==> src/design/lsct_pkg.sv <==
// ----------------------------------------------------------------------------
// lsct_pkg
// shared types, character codes and tag tables for the log clean and tag unit
// ----------------------------------------------------------------------------
package lsct_pkg;

  localparam int unsigned ByteW  = 8;
  localparam int unsigned LevelW = 3;
  localparam int unsigned NodeW  = 6;
  localparam int unsigned GroupW = 5;
  localparam int unsigned NumTags = 8;
  localparam int unsigned TagMaxW = 8;

  localparam logic [ByteW-1:0] CHAR_TAB      = 8'h09;
  localparam logic [ByteW-1:0] CHAR_LF       = 8'h0A;
  localparam logic [ByteW-1:0] CHAR_ESC      = 8'h1B;
  localparam logic [ByteW-1:0] CHAR_SPACE    = 8'h20;
  localparam logic [ByteW-1:0] CHAR_LBRACKET = 8'h5B;
  localparam logic [ByteW-1:0] CHAR_RBRACKET = 8'h5D;
  localparam logic [ByteW-1:0] CSI_FINAL_LO  = 8'h40;
  localparam logic [ByteW-1:0] CSI_FINAL_HI  = 8'h7E;

  // matcher node is {tag, depth}; all ones means no tag in progress
  localparam logic [NodeW-1:0] NODE_IDLE = 6'h3F;
  localparam logic [NodeW-1:0] NODE_ROOT = 6'h00;

  // tag group bits
  localparam int unsigned GRP_ERROR   = 0;
  localparam int unsigned GRP_WARNING = 1;
  localparam int unsigned GRP_DEBUG   = 2;
  localparam int unsigned GRP_VERBOSE = 3;
  localparam int unsigned GRP_INFO    = 4;

  typedef enum logic [1:0] {
    ESC_NORMAL = 2'd0,
    ESC_SEEN   = 2'd1,
    ESC_CSI    = 2'd2
  } esc_mode_e;

  typedef enum logic [LevelW-1:0] {
    LVL_INFO    = 3'd0,
    LVL_WARNING = 3'd1,
    LVL_ERROR   = 3'd2,
    LVL_DEBUG   = 3'd3,
    LVL_VERBOSE = 3'd4
  } level_e;

  localparam logic [ByteW-1:0] TAG_BODY [NumTags][TagMaxW] = '{
    '{"E", "R", "R", "O", "R", 8'h00, 8'h00, 8'h00},
    '{"F", "A", "T", "A", "L", 8'h00, 8'h00, 8'h00},
    '{"W", "A", "R", "N", 8'h00, 8'h00, 8'h00, 8'h00},
    '{"W", "A", "R", "N", "I", "N", "G", 8'h00},
    '{"D", "E", "B", "U", "G", 8'h00, 8'h00, 8'h00},
    '{"T", "R", "A", "C", "E", 8'h00, 8'h00, 8'h00},
    '{"V", "E", "R", "B", "O", "S", "E", 8'h00},
    '{"I", "N", "F", "O", 8'h00, 8'h00, 8'h00, 8'h00}
  };

  localparam logic [2:0] TAG_LEN [NumTags] = '{
    3'd5, 3'd5, 3'd4, 3'd7, 3'd5, 3'd5, 3'd7, 3'd4
  };

  localparam logic [2:0] TAG_GROUP [NumTags] = '{
    3'(GRP_ERROR), 3'(GRP_ERROR), 3'(GRP_WARNING), 3'(GRP_WARNING),
    3'(GRP_DEBUG), 3'(GRP_VERBOSE), 3'(GRP_VERBOSE), 3'(GRP_INFO)
  };

  typedef struct packed {
    logic [ByteW-1:0] in_byte;
    logic             end_of_text;
  } lsct_item_t;

  typedef struct packed {
    logic [ByteW-1:0]  out_byte;
    logic              byte_kept;
    logic              line_done;
    logic [LevelW-1:0] line_level;
    logic              new_block;
  } lsct_result_t;

  // first d characters of tag u equal those of tag t
  function automatic logic prefix_eq(logic [2:0] u, logic [2:0] t, logic [2:0] d);
    logic eq;
    eq = 1'b1;
    for (int i = 0; i < TagMaxW - 1; i++) begin
      if ((3'(i) < d) && (TAG_BODY[u][3'(i)] != TAG_BODY[t][3'(i)])) begin
        eq = 1'b0;
      end
    end
    return eq;
  endfunction

  // advance the matcher by one tag character, first matching tag wins
  function automatic logic [NodeW-1:0] step_node(logic [2:0] t, logic [2:0] d,
                                                 logic [ByteW-1:0] c);
    logic [NodeW-1:0] nxt;
    logic             found;
    nxt   = NODE_IDLE;
    found = 1'b0;
    for (int u = 0; u < NumTags; u++) begin
      if (!found && (TAG_LEN[3'(u)] > d) && prefix_eq(3'(u), t, d) &&
          (TAG_BODY[3'(u)][d] == c)) begin
        nxt   = {3'(u), 3'(d + 3'd1)};
        found = 1'b1;
      end
    end
    return nxt;
  endfunction

  // groups of every tag that is complete at this node
  function automatic logic [GroupW-1:0] close_mask(logic [2:0] t, logic [2:0] d);
    logic [GroupW-1:0] m;
    m = '0;
    for (int u = 0; u < NumTags; u++) begin
      if ((TAG_LEN[3'(u)] == d) && prefix_eq(3'(u), t, d)) begin
        m = m | (GroupW'(1) << TAG_GROUP[3'(u)]);
      end
    end
    return m;
  endfunction

endpackage

==> src/design/lsct_in_if.sv <==
// ----------------------------------------------------------------------------
// lsct_in_if
// raw byte channel: valid/ready with one log byte and an end of text mark
// ----------------------------------------------------------------------------
interface lsct_in_if import lsct_pkg::*; ();

  logic             valid;
  logic             ready;
  logic [ByteW-1:0] in_byte;
  logic             end_of_text;

  modport source (output valid, output in_byte, output end_of_text, input ready);
  modport sink   (input valid, input in_byte, input end_of_text, output ready);

endinterface

==> src/design/lsct_out_if.sv <==
// ----------------------------------------------------------------------------
// lsct_out_if
// result channel: valid/ready with kept byte and line level report
// ----------------------------------------------------------------------------
interface lsct_out_if import lsct_pkg::*; ();

  logic              valid;
  logic              ready;
  logic [ByteW-1:0]  out_byte;
  logic              byte_kept;
  logic              line_done;
  logic [LevelW-1:0] line_level;
  logic              new_block;

  modport source (output valid, output out_byte, output byte_kept, output line_done,
                  output line_level, output new_block, input ready);
  modport sink   (input valid, input out_byte, input byte_kept, input line_done,
                  input line_level, input new_block, output ready);

endinterface

==> src/design/lsct_in_reg.sv <==
// ----------------------------------------------------------------------------
// lsct_in_reg
// input register: holds one accepted request until the core consumes it
// ----------------------------------------------------------------------------
module lsct_in_reg import lsct_pkg::*; (
  input  logic        clk_i,
  input  logic        rst_ni,
  lsct_in_if.sink     in_i,
  input  logic        take_i,
  output logic        valid_o,
  output lsct_item_t  item_o
);

  logic       valid_q, valid_d;
  lsct_item_t item_q;
  logic       load;

  assign in_i.ready = !valid_q || take_i;
  assign load       = in_i.valid && in_i.ready;

  always_comb begin
    valid_d = valid_q;
    if (load) begin
      valid_d = 1'b1;
    end else if (take_i) begin
      valid_d = 1'b0;
    end
  end

  always_ff @(posedge clk_i or negedge rst_ni) begin
    if (!rst_ni) begin
      valid_q <= 1'b0;
    end else begin
      valid_q <= valid_d;
    end
  end

  always_ff @(posedge clk_i) begin
    if (load) begin
      item_q <= '{in_byte: in_i.in_byte, end_of_text: in_i.end_of_text};
    end
  end

  assign valid_o = valid_q;
  assign item_o  = item_q;

endmodule

==> src/design/lsct_core.sv <==
// ----------------------------------------------------------------------------
// lsct_core
// escape stripping, tag matcher and line level state, one byte per cycle while take_i is high
// ----------------------------------------------------------------------------
module lsct_core import lsct_pkg::*; (
  input  logic         clk_i,
  input  logic         rst_ni,
  input  logic         take_i,
  input  lsct_item_t   item_i,
  output logic         has_result_o,
  output lsct_result_t result_o
);

  esc_mode_e         esc_q, esc_d;
  logic [NodeW-1:0]  node_q, node_d;
  logic [GroupW-1:0] tags_q, tags_d;
  logic              has_q, has_d;
  level_e            level_q, level_d;
  logic              any_q, any_d;

  logic [ByteW-1:0]  c;
  logic              kept;
  logic              is_printable;
  logic [NodeW-1:0]  node_fed;
  logic [GroupW-1:0] tags_fed;
  logic [2:0]        tag_id;
  logic [2:0]        depth;
  logic              done;
  logic              fresh;
  level_e            level;

  assign c            = item_i.in_byte;
  assign is_printable = (c == CHAR_LF) || (c == CHAR_TAB) || (c >= CHAR_SPACE);
  assign tag_id       = node_q[NodeW-1:3];
  assign depth        = node_q[2:0];

  // escape handling
  always_comb begin
    esc_d = ESC_NORMAL;
    kept  = 1'b0;
    unique case (esc_q)
      ESC_CSI: begin
        esc_d = ((c >= CSI_FINAL_LO) && (c <= CSI_FINAL_HI)) ? ESC_NORMAL : ESC_CSI;
      end
      ESC_SEEN: begin
        if (c == CHAR_LBRACKET) begin
          esc_d = ESC_CSI;
        end else if (c == CHAR_ESC) begin
          esc_d = ESC_SEEN;
        end else begin
          kept = is_printable;
        end
      end
      default: begin
        if (c == CHAR_ESC) begin
          esc_d = ESC_SEEN;
        end else begin
          kept = is_printable;
        end
      end
    endcase
  end

  // tag matcher
  always_comb begin
    node_fed = node_q;
    tags_fed = tags_q;
    if (kept) begin
      priority if (c == CHAR_LBRACKET) begin
        node_fed = NODE_ROOT;
      end else if (node_q == NODE_IDLE) begin
        node_fed = NODE_IDLE;
      end else if (depth > TAG_LEN[tag_id]) begin
        node_fed = NODE_IDLE;
      end else if (c == CHAR_RBRACKET) begin
        tags_fed = tags_q | close_mask(tag_id, depth);
        node_fed = NODE_IDLE;
      end else begin
        node_fed = step_node(tag_id, depth, c);
      end
    end
  end

  // line level
  always_comb begin
    done  = (kept && (c == CHAR_LF)) || (item_i.end_of_text && (has_q || kept));
    level = level_q;
    priority if (tags_fed[GRP_ERROR]) begin
      level = LVL_ERROR;
    end else if (tags_fed[GRP_WARNING]) begin
      level = LVL_WARNING;
    end else if (tags_fed[GRP_DEBUG]) begin
      level = LVL_DEBUG;
    end else if (tags_fed[GRP_VERBOSE]) begin
      level = LVL_VERBOSE;
    end else if (tags_fed[GRP_INFO]) begin
      level = LVL_INFO;
    end else begin
      level = level_q;
    end
    fresh = !any_q || (level != level_q);
  end

  always_comb begin
    node_d  = node_fed;
    tags_d  = tags_fed;
    has_d   = has_q || kept;
    level_d = level_q;
    any_d   = any_q;
    if (done) begin
      level_d = level;
      any_d   = 1'b1;
      tags_d  = '0;
      has_d   = 1'b0;
      node_d  = NODE_IDLE;
    end
    // end of text starts the next text from scratch
    if (item_i.end_of_text) begin
      node_d  = NODE_IDLE;
      tags_d  = '0;
      has_d   = 1'b0;
      level_d = LVL_INFO;
      any_d   = 1'b0;
    end
  end

  always_ff @(posedge clk_i or negedge rst_ni) begin
    if (!rst_ni) begin
      esc_q   <= ESC_NORMAL;
      node_q  <= NODE_IDLE;
      tags_q  <= '0;
      has_q   <= 1'b0;
      level_q <= LVL_INFO;
      any_q   <= 1'b0;
    end else if (take_i) begin
      esc_q   <= item_i.end_of_text ? ESC_NORMAL : esc_d;
      node_q  <= node_d;
      tags_q  <= tags_d;
      has_q   <= has_d;
      level_q <= level_d;
      any_q   <= any_d;
    end
  end

  assign has_result_o        = kept || done;
  assign result_o.out_byte   = kept ? c : '0;
  assign result_o.byte_kept  = kept;
  assign result_o.line_done  = done;
  assign result_o.line_level = done ? LevelW'(level) : '0;
  assign result_o.new_block  = done && fresh;

endmodule

==> src/design/lsct_out_reg.sv <==
// ----------------------------------------------------------------------------
// lsct_out_reg
// result register: holds one result until the receiver takes it
// ----------------------------------------------------------------------------
module lsct_out_reg import lsct_pkg::*; (
  input  logic         clk_i,
  input  logic         rst_ni,
  input  logic         take_i,
  input  logic         has_result_i,
  input  lsct_result_t result_i,
  output logic         can_take_o,
  lsct_out_if.source   out_o
);

  logic         valid_q, valid_d;
  lsct_result_t data_q;
  logic         load;

  assign can_take_o = !valid_q || out_o.ready;
  assign load       = take_i && has_result_i;

  always_comb begin
    valid_d = valid_q;
    if (load) begin
      valid_d = 1'b1;
    end else if (out_o.ready) begin
      valid_d = 1'b0;
    end
  end

  always_ff @(posedge clk_i or negedge rst_ni) begin
    if (!rst_ni) begin
      valid_q <= 1'b0;
    end else begin
      valid_q <= valid_d;
    end
  end

  always_ff @(posedge clk_i) begin
    if (load) begin
      data_q <= result_i;
    end
  end

  assign out_o.valid      = valid_q;
  assign out_o.out_byte   = data_q.out_byte;
  assign out_o.byte_kept  = data_q.byte_kept;
  assign out_o.line_done  = data_q.line_done;
  assign out_o.line_level = data_q.line_level;
  assign out_o.new_block  = data_q.new_block;

endmodule

==> src/design/log_stream_clean_and_level_tag_unit.sv <==
// ----------------------------------------------------------------------------
// log_stream_clean_and_level_tag_unit
// strips ANSI CSI sequences and control bytes from log text and tags each
// line with its level
// ----------------------------------------------------------------------------
// in_i takes one raw byte per request, end_of_text set on the last byte of a
// text. out_o gives one result per request that keeps a byte or ends a line:
// the cleaned byte with byte_kept, and on line end line_done, line_level and
// new_block. Requests that are dropped whole (escapes, CR, other control bytes)
// give no result, unless they carry end_of_text while a line is open.
// Path: an accepted request passes the input register, then the cleaning and tag
// logic into the result register.
// Throughput: one request per cycle while out_o.ready stays high; the escape,
// matcher and line state update once for each request taken.
// Reset: asynchronous, active low; both channels go empty, no escape pending,
// level info, no block open.
// Stall: when out_o.ready is low the result register holds; while the input
// register holds a request not taken, in_i.ready is low; nothing is lost.
// ----------------------------------------------------------------------------
module log_stream_clean_and_level_tag_unit import lsct_pkg::*; (
  input  logic       clk_i,
  input  logic       rst_ni,
  lsct_in_if.sink    in_i,
  lsct_out_if.source out_o
);

  logic         item_valid;
  lsct_item_t   item;
  logic         can_take;
  logic         take;
  logic         has_result;
  lsct_result_t result;

  assign take = item_valid && can_take;

  lsct_in_reg u_in_reg (
    .clk_i   (clk_i),
    .rst_ni  (rst_ni),
    .in_i    (in_i),
    .take_i  (take),
    .valid_o (item_valid),
    .item_o  (item)
  );

  lsct_core u_core (
    .clk_i        (clk_i),
    .rst_ni       (rst_ni),
    .take_i       (take),
    .item_i       (item),
    .has_result_o (has_result),
    .result_o     (result)
  );

  lsct_out_reg u_out_reg (
    .clk_i        (clk_i),
    .rst_ni       (rst_ni),
    .take_i       (take),
    .has_result_i (has_result),
    .result_i     (result),
    .can_take_o   (can_take),
    .out_o        (out_o)
  );

endmodule

==> src/flat_wrapper.sv <==
// flat-port wrapper written by rule: the top's interface ports become plain ports
module log_stream_clean_and_level_tag_unit_flat import lsct_pkg::*;
  (clk_i, rst_ni, in_i_valid, in_i_in_byte, in_i_end_of_text, in_i_ready, out_o_valid, out_o_out_byte, out_o_byte_kept, out_o_line_done, out_o_line_level, out_o_new_block, out_o_ready);
  lsct_in_if in_i_i ();
  lsct_out_if out_o_i ();
  input  logic clk_i;
  input  logic rst_ni;
  input wire logic [$bits(in_i_i.valid)-1:0] in_i_valid;
  input wire logic [$bits(in_i_i.in_byte)-1:0] in_i_in_byte;
  input wire logic [$bits(in_i_i.end_of_text)-1:0] in_i_end_of_text;
  output wire logic [$bits(in_i_i.ready)-1:0] in_i_ready;
  output wire logic [$bits(out_o_i.valid)-1:0] out_o_valid;
  output wire logic [$bits(out_o_i.out_byte)-1:0] out_o_out_byte;
  output wire logic [$bits(out_o_i.byte_kept)-1:0] out_o_byte_kept;
  output wire logic [$bits(out_o_i.line_done)-1:0] out_o_line_done;
  output wire logic [$bits(out_o_i.line_level)-1:0] out_o_line_level;
  output wire logic [$bits(out_o_i.new_block)-1:0] out_o_new_block;
  input wire logic [$bits(out_o_i.ready)-1:0] out_o_ready;
  assign in_i_i.valid = in_i_valid;
  assign in_i_i.in_byte = in_i_in_byte;
  assign in_i_i.end_of_text = in_i_end_of_text;
  assign in_i_ready = in_i_i.ready;
  assign out_o_valid = out_o_i.valid;
  assign out_o_out_byte = out_o_i.out_byte;
  assign out_o_byte_kept = out_o_i.byte_kept;
  assign out_o_line_done = out_o_i.line_done;
  assign out_o_line_level = out_o_i.line_level;
  assign out_o_new_block = out_o_i.new_block;
  assign out_o_i.ready = out_o_ready;
  log_stream_clean_and_level_tag_unit u_core (.clk_i(clk_i), .rst_ni(rst_ni), .in_i(in_i_i), .out_o(out_o_i));
endmodule
==> config.mk <==
export PLATFORM = sky130hd
export DESIGN_NAME = log_stream_clean_and_level_tag_unit_flat
export DESIGN_NICKNAME = d
export VERILOG_FILES = /design/src/design/lsct_pkg.sv /design/src/design/lsct_in_if.sv /design/src/design/lsct_out_if.sv /design/src/design/lsct_in_reg.sv /design/src/design/lsct_core.sv /design/src/design/lsct_out_reg.sv /design/src/design/log_stream_clean_and_level_tag_unit.sv /design/src/flat_wrapper.sv
export SDC_FILE = /design/constraint.sdc
export NUM_CORES = 1
export LEC_CHECK = 0
export BUFFER_PORTS_ARGS = -buffer_cell sky130_fd_sc_hd__buf_2
export CORE_MARGIN = 2
export CORE_UTILIZATION = 45
export DETAILED_ROUTE_END_ITERATION = 6
export PLACE_DENSITY_LB_ADDON = 0.25
export SLEW_MARGIN = 20
export SYNTH_ARGS = -nofsm -noshare
export SYNTH_HDL_FRONTEND = slang
export SYNTH_SLANG_ARGS = --single-unit
==> constraint.sdc <==
create_clock -name clk_i -period 10.45 [get_ports clk_i]
set_clock_uncertainty 0.15 [all_clocks]
set_input_delay 1.045 -clock clk_i [delete_from_list [all_inputs] [get_ports clk_i]]
set_output_delay 1.045 -clock clk_i [all_outputs]
set_load 0.01 [all_outputs]
==> flow_summary.toml <==
[synthesis]
synthFlopType = "edfxtp_1"
ys_seq_elements = 43
synth_compound_area_share_pct = 23.3
synth-edff-count = 23
synth_top_family_by_area = "compound AO/OA/AOI/OAI gates"
synthMuxAreaShare_pct = 1.10
syn-mean-instance-area_um2 = 9.18
ys_seq_area_share_pct = 37.6
synthXorXnorAreaFrac_pct = 3.58
synth_fa_ha_area_share_pct = 6.29
netlist_area_um2 = 3180
syn_inst = 347
synth_top_area_cell = "edfxtp_1"
synth.top_cell.area_share_pct = 21.7
synthDistinctLibCells = 71
ys_async_sr_fraction_pct = 46.5
synthTopCellsByArea = "edfxtp_1, dfrtp_1, ha_1"
syn-num-nets = 376
synthSimpleGateAreaFrac_pct = 22.6
ys_warn_count = 0

[worst_setup_path]
critPathLaunch = "u_core.u_core.node_q[3]$_DFFE_PN1P_"
critPathKind = "reg2reg"
cp-end-kind = "flop"
crit_slowest_cell = "dfstp_2"
arrival_ns = 3.85
worstPathMaxFanout = 15
r2r_start = "u_core.u_core.node_q[3]$_DFFE_PN1P_"
worst_setup_path_start_kind = "flop"
cp_cell_sequence = "inv_1 > ha_1 > mux2i_1 > ha_1 > nor2b_1 > a2bb2oi_1 > o21ai_0 > a31oi_1 > a41oi_4 > mux2_4 > a311o_1 > a31oi_1"
crit_path_max_incr_delay_ns = 0.69
worstPathRequired_ns = 10.44

[finish]
syn_to_final_growth_pct = 7.50
final_util_pct = 50.1
final_cells = 456
num_antenna_cells = 0
drive_above_1_share_pct = 16.7
fillers = 644
fin_nets = 388

[routing]
antenna_left = 0
first_pass_iters = 5
viasPerCell = 5.91
wl_um = 7580
drc = 0
wl_per_cell_um = 16.6
drt_iter0_markers = 179
route.vias.total = 2696

[die]
ios = 29
fp.dieH_um = 88.1
core_area_um2 = 6830
initial_core_util_pct = 46.6
die_width_um = 88.1
rows = 30
dieArea_um2 = 7770

[clocking]
clk_latency_ns = 0.29
clk_pin_slew_ns = 0.08
cts-resized-gates = 0
cts_root_buffer = "clkbuf_8"
post_cts_buffers = 0
cts.path.max_buffers = 2
cts_tree = "done"
cts-buffers-inserted = 5
cts_sinks = 43
hold_buffers = 0
htree_levels = 2

[grt]
grt_max_degree = 27
grt_pass1_vias = 2501
grt_pass1_wl_um = 12300
overflow = 0
grt_usage_pct = 20.4
antenna_found_initial = 0

[pwr]
powerDensity_nw_per_um2 = 131
ir_drop_mv = 0.0747
p_leak_nw = 1.35

[timing]
hold_slack_ns = 0.373
period_share_pct = 37.0
timing.final.ws_setup_ns = 6.58
maxSlewHeadroom_pct = 45.5
tns_ns = 0
final_max_slew_viol_count = 0
worst_pin_slew_ns = 0.810
rsz0062_at_grt = "no"
finalSetupViolations = 0
finalHoldViolCount = 0
max_freq_ghz = 0.259
layout_min_cycle_time_ns = 3.87

[run]
max_cap_violations = 0

[placed_design]
place_hpwl_um = 5620
place_congestion = 0.951
io_buffers = 28
post-place-ws_ns = 6.63
place_inst = 448

[hold_path]
hold_class = "reg2reg"
worstHoldStart = "u_core.u_core.esc_q[1]$_DFFE_PN0P_"

[status]
outcome = "finished clean"
-- Yosys cell counts (7+ instances only) --
cell type and n:
and2_1 11, dfrtp_1 14, nand2_1 26, a21oi_1 20
edfxtp_1 23, ha_1 16, buf_2 7, clkbuf_1 11
nand2b_1 7, o21ai_0 18, inv_1 19, xor2_1 9
nand3_1 7, nor2_1 28
-- where the power goes --
part | switching (W) | internal [W] | total [W] | leakage [nW]
Combinational | 0.0000757 | 0.0000490 | 0.000125 | 0.850
Clock | 0.0000539 | 0.0000469 | 0.000101 | 0.0422
Sequential | 0.0000227 | 0.000201 | 0.000224 | 0.463
-- layout make-up --
class | count | area [um2] | share of cell area, %
clock buffers | 7 | 76.3 | 2.23
clock inverters | 1 | 5.00 | 0.146
inverters | 19 | 71.3 | 2.08
multi-input cells | 262 | 1810 | 52.9
flip-flops and latches | 43 | 1200 | 35.0
well taps | 96 | 120 | 3.51
repair buffers | 28 | 140 | 4.09
-- per-stage QoR --
step	cell area [um2]	total power, W
2_1_floorplan	3180	0.000315
3_3_place_gp	3340	0.000351
3_5_place_dp	3340	0.000350
4_1_cts	3420	0.000450
5_1_grt	3420	0.000478
6_report	3420	0.000449
-- critical path, delay by kind of cell (launching register included) --
kind / cells / cell delay (ns)
compound gates: 6 / 1.56
flops: 1 / 0.69
mux: 2 / 0.49
simple gates: 1 / 0.13
buf+inv: 1 / 0.13
fa+ha+maj: 2 / 0.55
-- layout by cell type, fill, tap and decap left out, types with 5 or more instances in the layout --
cell	netlist	final
buf_2	7	28
nor2_1	28	27
nand2_1	26	26
edfxtp_1	23	23
a21oi_1	20	20
inv_1	19	19
o21ai_0	18	18
ha_1	16	16
dfrtp_1	14	14
and2_1	11	11
xor2_1	9	9
nand3_1	7	7
nand2b_1	7	7
or2_2	6	6
a31oi_1	6	6
dfstp_2	6	6
nor2b_1	5	5
nor4_1	5	5
o21a_1	5	5
clkbuf_8	0	5
-- path summary, 6_finish.rpt --
kind,endpoint,slack [ns],cells past startpoint
max,u_core.u_out_reg.out_o.new_block$_DFFE_PP_,6.58,12
min,u_core.u_core.esc_q[1]$_DFFE_PN0P_,0.37,2
max reg2reg,u_core.u_out_reg.out_o.new_block$_DFFE_PP_,6.58,12
min reg2reg,u_core.u_core.esc_q[1]$_DFFE_PN0P_,0.37,2
max in group asynchronous,u_core.u_core.node_q[5]$_DFFE_PN1P_,9.25,1
min in group asynchronous,u_core.u_core.level_q[2]$_DFFE_PN0P_,0.55,1
-- routing by layer --
layer / up-vias / global-route usage, % / routed length (um)
li1: 1311 / - / -
met2: 92 / 33.2 / 3590
met1: 1277 / 28.6 / 3520
met4: 0 / 5.10 / 135
met5: - / 0 / 0
met3: 16 / 3.20 / 336
-- registers in the layout, summed over array words and instances (netlist names), 2 cells and up --
| register | flops |
|---|---|
| u_core.u_core.esc_q | 2 |
| u_core.u_core.level_q | 3 |
| u_core.u_core.node_q | 6 |
| u_core.u_core.tags_q | 5 |
| u_core.u_in_reg.item_o | 9 |
| u_core.u_out_reg.out_o.line_level | 3 |
| u_core.u_out_reg.out_o.out_byte | 8 |
-- kinds of logic after synthesis --
group / Yosys count
multiplexers: 3
AND/OR/NAND/NOR: 126
XOR/XNOR: 13
adder cells (fa/ha/maj): 16
flip-flops: 43
buffers and inverters: 42
AO/OA/AOI/OAI: 104
Power figures use the tool's default switching activity.
